<file path="src/hdl/mstq_pkg.sv">
// Shared constants and types of the multi-slot timer queue.
package mstq_pkg;

   // Slot count and derived widths
   localparam int NUM_TIMERS  = 16;
   localparam int SLOT_W      = (NUM_TIMERS > 1) ? $clog2(NUM_TIMERS) : 1;
   localparam int CNT_W       = $clog2(NUM_TIMERS + 1);

   // Fixed field widths
   localparam int FUNC_W      = 2;
   localparam int ID_W        = 4;
   localparam int INTERVAL_W  = 32;
   localparam int NOW_W       = 64;

   // Command queue between front and back
   localparam int QUEUE_DEPTH = 2;
   localparam int QPTR_W      = (QUEUE_DEPTH > 1) ? $clog2(QUEUE_DEPTH) : 1;
   localparam int QCNT_W      = $clog2(QUEUE_DEPTH + 1);

   // Function codes on the request port
   localparam logic [FUNC_W-1:0] FUNC_TICK = 2'd0;
   localparam logic [FUNC_W-1:0] FUNC_ADD  = 2'd1;
   localparam logic [FUNC_W-1:0] FUNC_KILL = 2'd2;

   // Classified operation
   typedef enum logic [1:0] {
      OP_TICK = 2'd0,
      OP_ADD  = 2'd1,
      OP_KILL = 2'd2
   } op_type;

   // One queued command
   typedef struct packed {
      op_type                  op;
      logic [SLOT_W-1:0]       slot;
      logic                    periodic;
      logic [INTERVAL_W-1:0]   interval;
   } cmd_type;

   // Queue status seen by front and back
   typedef struct packed {
      logic full;
      logic empty;
   } q_status_type;

endpackage

</file>
<file path="src/hdl/mstq_front.sv">
// Front end: decodes requests and drops those with an unused function code or an id beyond the slots.
module mstq_front (
   input  logic                           start,
   input  logic [mstq_pkg::FUNC_W-1:0]    req_func,
   input  logic [mstq_pkg::ID_W-1:0]      req_timer_id,
   input  logic                           req_periodic,
   input  logic [mstq_pkg::INTERVAL_W-1:0] req_interval_ms,
   input  mstq_pkg::q_status_type         q_status,
   output logic                           busy,
   output logic                           push,
   output mstq_pkg::cmd_type              push_cmd
);
   import mstq_pkg::*;

   logic keep;
   logic id_ok;

   // Id must name an existing slot
   assign id_ok = (32'(req_timer_id) < 32'(NUM_TIMERS));

   // Classify the request
   always_comb begin
      keep              = 1'b0;
      push_cmd.op       = OP_TICK;
      push_cmd.slot     = SLOT_W'(req_timer_id);
      push_cmd.periodic = req_periodic;
      push_cmd.interval = req_interval_ms;
      unique case (req_func) inside
         FUNC_TICK: begin
            keep = 1'b1;
         end
         FUNC_ADD, FUNC_KILL: begin
            keep        = id_ok;
            push_cmd.op = (req_func == FUNC_ADD) ? OP_ADD : OP_KILL;
         end
         default: begin
            keep = 1'b0;   // unused code: transfer taken, nothing queued
         end
      endcase
   end

   assign busy = q_status.full;
   assign push = start && !q_status.full && keep;

endmodule

</file>
<file path="src/hdl/mstq_queue.sv">
// Short command queue that decouples the front end from the engine.
module mstq_queue (
   input  logic                   clock,
   input  logic                   reset,
   input  logic                   push,
   input  mstq_pkg::cmd_type      push_cmd,
   input  logic                   pop,
   output mstq_pkg::cmd_type      pop_cmd,
   output mstq_pkg::q_status_type q_status
);
   import mstq_pkg::*;

   cmd_type            entry_ff [QUEUE_DEPTH];
   logic [QPTR_W-1:0]  wr_ptr_ff, wr_ptr_in;
   logic [QPTR_W-1:0]  rd_ptr_ff, rd_ptr_in;
   logic [QCNT_W-1:0]  count_ff,  count_in;
   logic               do_push;
   logic               do_pop;

   assign q_status.full  = (count_ff == QCNT_W'(QUEUE_DEPTH));
   assign q_status.empty = (count_ff == '0);
   assign do_push        = push && !q_status.full;
   assign do_pop         = pop && !q_status.empty;
   assign pop_cmd        = entry_ff[rd_ptr_ff];

   // Pointer and fill count update
   always_comb begin
      wr_ptr_in = wr_ptr_ff;
      rd_ptr_in = rd_ptr_ff;
      count_in  = count_ff;
      if (do_push) begin
         wr_ptr_in = (wr_ptr_ff == QPTR_W'(QUEUE_DEPTH - 1)) ? '0 : wr_ptr_ff + 1'b1;
      end
      if (do_pop) begin
         rd_ptr_in = (rd_ptr_ff == QPTR_W'(QUEUE_DEPTH - 1)) ? '0 : rd_ptr_ff + 1'b1;
      end
      if (do_push && !do_pop) begin
         count_in = count_ff + 1'b1;
      end else if (do_pop && !do_push) begin
         count_in = count_ff - 1'b1;
      end
   end

   always_ff @(posedge clock) begin
      if (reset) begin
         wr_ptr_ff <= '0;
         rd_ptr_ff <= '0;
         count_ff  <= '0;
      end else begin
         wr_ptr_ff <= wr_ptr_in;
         rd_ptr_ff <= rd_ptr_in;
         count_ff  <= count_in;
      end
   end

   // Entry storage
   always_ff @(posedge clock) begin
      if (do_push) begin
         entry_ff[wr_ptr_ff] <= push_cmd;
      end
   end

endmodule

</file>
<file path="src/hdl/mstq_back.sv">
// Engine: slot store, millisecond clock and the ordered expiry scan.
module mstq_back (
   input  logic                     clock,
   input  logic                     reset,
   input  mstq_pkg::q_status_type   q_status,
   input  mstq_pkg::cmd_type        cmd,
   output logic                     pop,
   output logic                     rsp_strobe,
   output logic [mstq_pkg::ID_W-1:0] rsp_fired_id,
   output logic                     rsp_last
);
   import mstq_pkg::*;

   typedef enum logic [2:0] {
      ST_IDLE = 3'b001,
      ST_SCAN = 3'b010,
      ST_EMIT = 3'b100
   } state_type;

   state_type               state_ff, state_in;
   logic [NOW_W-1:0]        now_ff, now_in;
   logic [NUM_TIMERS-1:0]   active_ff, active_in;
   logic [NUM_TIMERS-1:0]   periodic_ff, periodic_in;
   logic [NUM_TIMERS-1:0]   pend_ff, pend_in;
   logic [SLOT_W-1:0]       idx_ff, idx_in;
   logic                    first_ff, first_in;
   logic                    found_ff, found_in;
   logic [SLOT_W-1:0]       best_ff, best_in;
   logic [NOW_W-1:0]        best_dl_ff, best_dl_in;
   logic [CNT_W-1:0]        remain_ff, remain_in;
   logic                    strobe_ff, strobe_in;
   logic [ID_W-1:0]         fired_ff, fired_in;
   logic                    last_ff, last_in;

   logic [INTERVAL_W-1:0]   interval_ff [NUM_TIMERS];
   logic [NOW_W-1:0]        deadline_ff [NUM_TIMERS];

   logic                    dl_wr;
   logic                    ivl_wr;
   logic [SLOT_W-1:0]       wr_addr;
   logic [INTERVAL_W-1:0]   add_ivl;
   logic [NOW_W-1:0]        dl_sum;
   logic [NOW_W-1:0]        scan_dl;
   logic                    due_now;
   logic                    cand;
   logic                    better;
   logic                    idx_last;

   // Deadline adder shared by add and re-arm
   assign add_ivl = (state_ff == ST_EMIT) ? interval_ff[best_ff] : cmd.interval;
   assign dl_sum  = now_ff + NOW_W'(add_ivl);
   assign wr_addr = (state_ff == ST_EMIT) ? best_ff : cmd.slot;

   // Scan datapath: one slot per cycle
   assign scan_dl  = deadline_ff[idx_ff];
   assign due_now  = active_ff[idx_ff] && (scan_dl <= now_ff);
   assign cand     = first_ff ? due_now : pend_ff[idx_ff];
   assign better   = cand && (!found_ff || (scan_dl < best_dl_ff));
   assign idx_last = (idx_ff == SLOT_W'(NUM_TIMERS - 1));

   assign pop = (state_ff == ST_IDLE) && !q_status.empty;

   // Sequencer
   always_comb begin
      state_in    = state_ff;
      now_in      = now_ff;
      active_in   = active_ff;
      periodic_in = periodic_ff;
      pend_in     = pend_ff;
      idx_in      = idx_ff;
      first_in    = first_ff;
      found_in    = found_ff;
      best_in     = best_ff;
      best_dl_in  = best_dl_ff;
      remain_in   = remain_ff;
      strobe_in   = 1'b0;
      fired_in    = fired_ff;
      last_in     = 1'b0;
      dl_wr       = 1'b0;
      ivl_wr      = 1'b0;
      unique case (state_ff)
         ST_IDLE: begin
            if (!q_status.empty) begin
               unique case (cmd.op)
                  OP_TICK: begin
                     now_in    = now_ff + 1'b1;
                     state_in  = ST_SCAN;
                     idx_in    = '0;
                     first_in  = 1'b1;
                     found_in  = 1'b0;
                     remain_in = '0;
                  end
                  OP_ADD: begin
                     if (!active_ff[cmd.slot]) begin
                        active_in[cmd.slot]   = 1'b1;
                        periodic_in[cmd.slot] = cmd.periodic;
                        dl_wr                 = 1'b1;
                        ivl_wr                = 1'b1;
                     end
                  end
                  OP_KILL: begin
                     active_in[cmd.slot] = 1'b0;
                  end
                  default: begin
                  end
               endcase
            end
         end
         ST_SCAN: begin
            // first pass marks due slots and counts them
            if (first_ff) begin
               pend_in[idx_ff] = due_now;
               if (due_now) begin
                  remain_in = remain_ff + 1'b1;
               end
            end
            // strict compare: ties keep the lower id
            if (better) begin
               found_in   = 1'b1;
               best_in    = idx_ff;
               best_dl_in = scan_dl;
            end
            if (idx_last) begin
               idx_in   = '0;
               first_in = 1'b0;
               state_in = (found_ff || better) ? ST_EMIT : ST_IDLE;
            end else begin
               idx_in = idx_ff + 1'b1;
            end
         end
         ST_EMIT: begin
            strobe_in        = 1'b1;
            fired_in         = ID_W'(best_ff);
            last_in          = (remain_ff == CNT_W'(1));
            remain_in        = remain_ff - 1'b1;
            pend_in[best_ff] = 1'b0;
            found_in         = 1'b0;
            if (periodic_ff[best_ff]) begin
               dl_wr = 1'b1;
            end else begin
               active_in[best_ff] = 1'b0;
            end
            state_in = (remain_ff == CNT_W'(1)) ? ST_IDLE : ST_SCAN;
         end
         default: begin
            state_in = ST_IDLE;
         end
      endcase
   end

   // Control state
   always_ff @(posedge clock) begin
      if (reset) begin
         state_ff    <= ST_IDLE;
         now_ff      <= '0;
         active_ff   <= '0;
         periodic_ff <= '0;
         pend_ff     <= '0;
         idx_ff      <= '0;
         first_ff    <= 1'b0;
         found_ff    <= 1'b0;
         remain_ff   <= '0;
         strobe_ff   <= 1'b0;
         last_ff     <= 1'b0;
      end else begin
         state_ff    <= state_in;
         now_ff      <= now_in;
         active_ff   <= active_in;
         periodic_ff <= periodic_in;
         pend_ff     <= pend_in;
         idx_ff      <= idx_in;
         first_ff    <= first_in;
         found_ff    <= found_in;
         remain_ff   <= remain_in;
         strobe_ff   <= strobe_in;
         last_ff     <= last_in;
      end
   end

   // Payload registers
   always_ff @(posedge clock) begin
      best_ff    <= best_in;
      best_dl_ff <= best_dl_in;
      fired_ff   <= fired_in;
   end

   // Slot store
   always_ff @(posedge clock) begin
      if (dl_wr) begin
         deadline_ff[wr_addr] <= dl_sum;
      end
      if (ivl_wr) begin
         interval_ff[wr_addr] <= cmd.interval;
      end
   end

   assign rsp_strobe   = strobe_ff;
   assign rsp_fired_id = fired_ff;
   assign rsp_last     = last_ff;

endmodule

</file>
<file path="src/hdl/multi_slot_timer_queue_unit.sv">
// Top level of the multi-slot timer queue: front end, command queue, engine.
//
//   channel   ports                                   transfer when
//   request   start, busy, req_func, req_timer_id,    start && !busy
//             req_periodic, req_interval_ms
//   result    rsp_strobe, rsp_fired_id, rsp_last      rsp_strobe (one cycle each)
//
// Add and kill are handled in the idle state. A tick advances the millisecond clock;
// the expiry scan then reads one slot of the deadline store per cycle and needs one
// full pass over all slots per result.
// A two-entry command queue lets requests be taken while the engine scans;
// busy is high only while that queue is full.
// Reset is synchronous and active high; it clears the clock, all slots and the queue.
// The receiver cannot stall: each result stands for exactly one cycle.
module multi_slot_timer_queue_unit (
   input  logic                            clock,
   input  logic                            reset,
   input  logic                            start,
   output logic                            busy,
   input  logic [mstq_pkg::FUNC_W-1:0]     req_func,
   input  logic [mstq_pkg::ID_W-1:0]       req_timer_id,
   input  logic                            req_periodic,
   input  logic [mstq_pkg::INTERVAL_W-1:0] req_interval_ms,
   output logic                            rsp_strobe,
   output logic [mstq_pkg::ID_W-1:0]       rsp_fired_id,
   output logic                            rsp_last
);
   import mstq_pkg::*;

   q_status_type q_status;
   logic         push;
   cmd_type      push_cmd;
   logic         pop;
   cmd_type      pop_cmd;

   mstq_front u_front (
      .start           (start),
      .req_func        (req_func),
      .req_timer_id    (req_timer_id),
      .req_periodic    (req_periodic),
      .req_interval_ms (req_interval_ms),
      .q_status        (q_status),
      .busy            (busy),
      .push            (push),
      .push_cmd        (push_cmd)
   );

   mstq_queue u_queue (
      .clock    (clock),
      .reset    (reset),
      .push     (push),
      .push_cmd (push_cmd),
      .pop      (pop),
      .pop_cmd  (pop_cmd),
      .q_status (q_status)
   );

   mstq_back u_back (
      .clock        (clock),
      .reset        (reset),
      .q_status     (q_status),
      .cmd          (pop_cmd),
      .pop          (pop),
      .rsp_strobe   (rsp_strobe),
      .rsp_fired_id (rsp_fired_id),
      .rsp_last     (rsp_last)
   );

endmodule

</file>
<file path="config.mk">
export PLATFORM = sky130hd
export DESIGN_NAME = multi_slot_timer_queue_unit
export DESIGN_NICKNAME = d
export VERILOG_FILES = /design/src/hdl/mstq_pkg.sv /design/src/hdl/mstq_front.sv /design/src/hdl/mstq_queue.sv /design/src/hdl/mstq_back.sv /design/src/hdl/multi_slot_timer_queue_unit.sv
export SDC_FILE = /design/constraint.sdc
export NUM_CORES = 2
export LEC_CHECK = 0
export BUFFER_PORTS_ARGS = -buffer_cell sky130_fd_sc_hd__buf_2
export CAP_MARGIN = 20
export CORE_ASPECT_RATIO = 1.25
export CORE_MARGIN = 1
export CORE_UTILIZATION = 40
export CTS_CLUSTER_DIAMETER = 50
export DETAILED_ROUTE_END_ITERATION = 8
export SETUP_SLACK_MARGIN = 0.05
export SLEW_MARGIN = 20
export SYNTH_ARGS = -nofsm -noshare
export SYNTH_HDL_FRONTEND = slang
export SYNTH_SLANG_ARGS = --single-unit
</file>
<file path="constraint.sdc">
create_clock -name clock -period 10.2 [get_ports clock]
set_clock_uncertainty 0.1 [all_clocks]
set_input_delay 0.51 -clock clock [delete_from_list [all_inputs] [get_ports clock]]
set_output_delay 0.51 -clock clock [all_outputs]
set_load 0.01 [all_outputs]
</file>
# Word level (Yosys, flattened, before mapping)
# Memory sizes are Yosys's and may differ from the RTL's. A register that Yosys moved wholly into a read port is not among the register bits.
# Cells that the tools add are included.
dict set report totals {
  ramBits 1614
  register_bits 204
  n_memories 3
  output_inout_bits 7
  word_cells 179
}
dict set report op_classes {
  reduce_logical 40
  magnitude_cmp 8
  n_eq_ne 19
  n_mux 74
  n_bitwise 9
  addsub 9
}
# memory depth word_bits read_ports rd_clocked_by_memory_dff wr line
set memory_table {}
lappend memory_table {u_back.deadline_ff 16 64 1 1 1 mstq_back.sv:36} ;# logic [NOW_W-1:0] deadline_ff [NUM_TIMERS];
lappend memory_table {u_back.interval_ff 16 32 1 1 1 mstq_back.sv:35} ;# logic [INTERVAL_W-1:0] interval_ff [NUM_TIMERS];
lappend memory_table {u_queue.entry_ff 2 39 1 1 1 mstq_queue.sv:13} ;# cmd_type entry_ff [QUEUE_DEPTH];
# operator n
set ops {}
lappend ops {{one-hot mux 16 bit (2 select lines)} 3}
lappend ops {{adder 64 x 1 -> 64 bit, second input constant} 1}
lappend ops {{adder 64 x 32 -> 64 bit} 1}
lappend ops {{<= comparator 64 bit} 1}
lappend ops {{< comparator 64 bit} 1}
lappend ops {{two-way mux 16 bit} 4}
lappend ops {{bitwise AND 16 bit} 3}
lappend ops {{bitwise mux 16 bit} 2}
lappend ops {{two-way mux 32 bit} 1}
lappend ops {{NOT 16 bit} 2}
lappend ops {{two-way mux 1 bit} 31}
lappend ops {{two-way mux 4 bit} 7}
lappend ops {{two-way mux 5 bit} 4}
lappend ops {{binary-select mux 1 bit (select 4 bit)} 4}
lappend ops {{OR 16 bit} 1}
lappend ops {{< comparator 4 x 5 -> 1 bit, second input constant} 3}
lappend ops {{one-hot mux 5 bit (3 select lines)} 1}
lappend ops {{demux 1 bit (select 4 bit)} 3}
lappend ops {{>= comparator 4 x 1 -> 1 bit, second input constant} 3}
lappend ops {{logical AND 1 bit} 12}
lappend ops {{two-way mux 3 bit} 4}
lappend ops {{AND reduction 4 bit} 3}
lappend ops {{two-way mux 2 bit} 5}
lappend ops {{AND reduction 5 bit} 2}
lappend ops {{other kinds (30)} 57}

# Longest topological paths before layout
dict set report logic_depth {
  word_depth 9
  depth_mapped 19
  ltp_nobuf 16
}

# Hierarchy
# From an unflattened synthesis, not the netlist that was laid out.
dict set report hier_totals {
  hier_cells 4068
  area_unflattened_um2 75660.1
}
# mod cells_each area_each_um2 instances
set by_module_without_submodules {}
lappend by_module_without_submodules {mstq_back 3880 72319.4 1}
lappend by_module_without_submodules {mstq_queue 146 3024.2 1}
lappend by_module_without_submodules {mstq_front 42 316.6 1}

# Worst setup path before layout
# No wires, ideal clock.
dict set report synth_timing {
  kind {flip-flop to flip-flop}
  start {reg with a tool-made name}
  end {reg with a tool-made name}
  path_stages_with_launch 14
  setup_slack_ps 2163
  arrival_time_ps 7810
  n_path_buf 3
  setup_time_ps 127
  required_ps 9973
  path_cell_list {dfxtp_1 clkbuf_1 clkbuf_1 buf_1 mux4_2 mux4_2 ha_1 a211o_1 o311ai_1 a211oi_1 nor4_1 o21ai_1 a311oi_2 mux2_2}
}

# Final worst setup path
dict set report layout_timing {
  start {reg u_back.state_ff[2]}
  end {mem u_back.deadline_ff[3][22], data pin}
}
dict set report layout_via {
  elab_chain_cells 3
}
# element line
set layout_lines {}
lappend layout_lines {{start: declaration} mstq_back.sv:20} ;# state_type state_ff, state_in;
lappend layout_lines {{start signal: assignment} mstq_back.sv:166} ;# state_ff <= state_in;
lappend layout_lines {{== test 3 bit} mstq_back.sv:50} ;# assign add_ivl = (state_ff == ST_EMIT) ? interval_ff[best_ff] : cmd.interval;
lappend layout_lines {{two-way mux 32 bit} mstq_back.sv:50}
lappend layout_lines {{adder 64 x 32 -> 64 bit} mstq_back.sv:51} ;# assign dl_sum = now_ff + NOW_W'(add_ivl);
lappend layout_lines {{via u_back.dl_sum[22]} mstq_back.sv:42} ;# logic [NOW_W-1:0] dl_sum;
lappend layout_lines {{end: declaration} mstq_back.sv:36}
# The timed path passes the listed nets, and every way through them passes these cells.

==> impl_metrics.py <==
metrics = {
    "timing": {
        "worstMarginPinSlew_ns": 1.158,
        "slew_violations": 0,
        "layout_setup_ws_ns": 3.269,
        "rsz0062_at_grt": "false",
        "setup_viol": 0,
        "fin_crit_sh_pct": 67.95,
        "maxSlewHeadroom_pct": 22.52,
        "period_needed_ns": 6.931,
        "hold_viol_final": 0,
        "clock.fmax_ghz": 0.1443,
        "tns_ns": 0,
    },
    "setup_path": {
        "worstPathArrival_ns": 7.30,
        "cp-startpoint": "u_back.state_ff[2]",
        "required_ns": 10.57,
        "cp-end-kind": "flip-flop",
        "reg2regPathDepth": 16,
        "crit_end": "u_back.deadline_ff[3][22]",
        "timing.rr.end": "u_back.deadline_ff[3][22]",
        "r2r_start": "u_back.state_ff[2]",
        "rrSetupSlack_ns": 3.27,
        "startpoint_type": "flip-flop",
        "critPathKind": "flip-flop to flip-flop",
        "critPathMaxFanout": 30,
    },
    "yosys": {
        "yosysTopAreaCell": "edfxtp_1",
        "synthAdderAreaFrac_pct": 2.854,
        "synth.distinct_cells": 68,
        "synth_compound_area_share_pct": 2.912,
        "synth_sequential_area_ratio_pct": 70.65,
        "synth_area_leaders": "edfxtp_1 67%, mux4_2 15%, dfxtp_1 3.7%, ha_1 2.8%, nand2_1 1.3%",
        "syn_area_um2": 75660,
        "async_reset_ff_share_pct": 0,
        "synth_mux_area_share_pct": 15.93,
        "synth_top_family_by_area": "multiplexers",
        "synth_seq_cells": 1827,
        "netlist_instances": 4122,
        "synth_top_area_share_pct": 66.92,
        "synth.most_common_cell": "edfxtp_1",
        "synth-simple-area-share_pct": 4.644,
        "synth_flop_cell": "edfxtp_1",
        "synth_common_cells": "1686 x edfxtp_1, 495 x mux4_2, 257 x nand2_1",
        "syn_nets": 4336,
        "synth-xor-area-share_pct": 1.320,
        "synth_edf_count": 1686,
        "ys.warnings.count": 0,
        "avgSynthCellArea_um2": 18.35,
    },
    "min_path": {
        "hold_class": "input port to flip-flop",
    },
    "layout": {
        "n_antenna_cell": 0,
        "final_cell_area_um2": 86200,
        "drive_gt1_share_pct": 23.49,
        "areaGrowthSynthToFinish_pct": 13.94,
        "instances_no_fill": 6994,
        "fin_nets": 4537,
    },
    "grt": {
        "grt_pass1_vias": 40480,
        "grt_pass1_wl_um": 272200,
        "overflow": 0,
        "grtUsageTotal_pct": 19.61,
        "grt_start_max_net_pins": 109,
        "antenna_found_initial": 0,
    },
    "placement": {
        "place_inst": 6618,
        "post-dp-hpwl_um": 105400,
        "dpl_worst_slack_ns": 3.231,
        "placed_area_um2": 79530,
        "portBuffers": 48,
        "place_congestion": 0.8630,
    },
    "clock_tree": {
        "cts_tree": "built",
        "cts_max_path_buffers": 3,
        "cts_resized": 0,
        "clock_sinks": 1827,
        "cts_max_level": 4,
        "cts.clk_slew.worst_paths_ns": 0.06,
        "numCtsBuffers": 182,
        "cts_root_buffer": "clkbuf_16",
        "clkLatencyLatePin_ns": 0.83,
    },
    "floorplanning": {
        "die_w_um": 391.0,
        "die_y_um": 488.2,
        "rows": 178,
        "dieArea_um2": 190900,
        "initial_core_util_pct": 40.25,
        "core_um2": 188000,
        "ios": 49,
    },
    "detailed_routing": {
        "post-route-drc-count": 0,
        "drt_iter0_drc": 3518,
        "wl_um": 186100,
        "vias": 39170,
        "ant_nets": 0,
        "wire_per_inst_um": 26.60,
        "dr.pass1.iters": 6,
        "avgViaCountPerCell": 5.600,
    },
    "status": {
        "status": "finished clean",
    },
    "power": {
        "p_per_area_nw_per_um2": 193.1,
        "ir_worst_vdd_v": 0.0001813,
        "leakagePower_uw": 0.02751,
    },
    "flow_run": {
        "drv_cap": 0,
    },
}
==> cells by family (layout without fill, tap and decap cells) <==
family | Yosys count | in the layout
xor+xnor | 114 | 114
mux | 577 | 577
flops | 1827 | 1827
buf+inv | 334 | 686
compound gates | 349 | 349
simple gates | 749 | 749
fa+ha+maj | 172 | 172
==> cells in the final DEF, fill, tap and decap left out, drive strengths merged, types with 16 or more instances in the layout <==
| cell | count |
|---|---|
| dfxtp | 141 |
| o21a | 18 |
| clkbuf | 228 |
| mux4 | 495 |
| inv | 173 |
| xor2 | 17 |
| a21o | 23 |
| dlygate4sd3 | 41 |
| a211oi | 16 |
| a31oi | 16 |
| nand3 | 72 |
| nand2 | 257 |
| a21oi | 107 |
| ha | 171 |
| edfxtp | 1686 |
| nor2 | 188 |
| nor4 | 32 |
| or3 | 37 |
| nor3 | 35 |
| mux2 | 44 |
| o211ai | 23 |
| bufinv | 20 |
| nand4 | 51 |
| buf | 148 |
| xnor2 | 97 |
| clkinv | 71 |
| o21ai | 81 |
| nand2b | 18 |
| mux2i | 38 |
==> critical path, stage by stage (launching register included) <==
cell      delay, ns
dfxtp_1        0.37
nor2b_1        0.28
nand2b_2       0.42
inv_2          0.72
nand2_1        0.10
nand2_1        0.14
ha_1           0.20
inv_1          0.06
fa_1           0.40
nor2b_1        0.12
o21ai_0        0.16
a21boi_0       0.75
o21ai_0        0.41
o31ai_1        0.67
a21boi_0       0.40
o31ai_1        0.37
xor2_1         0.88
==> report_power, final <==
group / switching (µW) / internal (µW) / leakage [µW]
sequential: 49.0 / 8650 / 0.0165
combinational: 896 / 313 / 0.00811
clock: 2860 / 3880 / 0.00294
==> layer usage <==
layer | part of all wire (%) | track usage, % | wire length [µm] | vias to the layer above
met5 | 0 | 0 | 0 | -
met4 | 2.3 | 5.553 | 4242 | 0
met3 | 4.5 | 2.542 | 8443 | 281
met2 | 52 | 34.10 | 96010 | 1148
met1 | 42 | 25.69 | 77360 | 20730
li1 | - | - | - | 17010
==> registers in the layout (all words and copies together) (netlist names), 5 cells and up, named ones only <==
signal and cells:
u_back.deadline_ff 1024, u_back.pend_ff 16, u_back.interval_ff 512, u_back.now_ff 64, u_back.periodic_ff 16, u_back.best_dl_ff 64, u_back.remain_ff 5, u_queue.entry_ff 78
==> worst min path at each step <==
stage / from / cells after the start / end / slack (ns)
6_report: start / 5 / u_queue.wr_ptr_ff / 0.18
5_1_grt: start / 5 / u_queue.wr_ptr_ff / 0.19
4_1_cts: start / 5 / u_queue.wr_ptr_ff / 0.13
3_5_place_dp: u_back.periodic_ff[6] / 2 / u_back.periodic_ff[6] / 0.34
3_3_place_gp: u_back.periodic_ff[5] / 2 / u_back.periodic_ff[5] / 0.35
2_1_floorplan: u_back.idx_ff[3] / 0 / u_back.best_ff[3] / 0.31
==> stage by stage <==
step	utilization, %	hold slack (ns)	total power, µW
final	45.86	0.1762	16650
after global routing	45.86	0.1949	17150
after CTS	45.73	0.1326	16760
after detailed placement	42.31	0.3434	10040
after global placement	42.28	0.3454	9991
after floorplan	-	0.3064	9548
==> cell type report <==
cell class | instances | area, µm²
clock buffer | 228 | 4820
tap | 2520 | 3153
fill | 15900 | 101800
sequential | 1827 | 53480
clock inverter | 107 | 1202
multi-input combinational | 1961 | 21450
inverter | 162 | 608.1
timing repair buffer | 189 | 1491
==> repair_timing <==
action	CTS	global route
endpoints found under the hold margin	88	0
setup buffers	0	0
hold buffers	41	0
No activity file was read; power rests on OpenSTA's default activity.
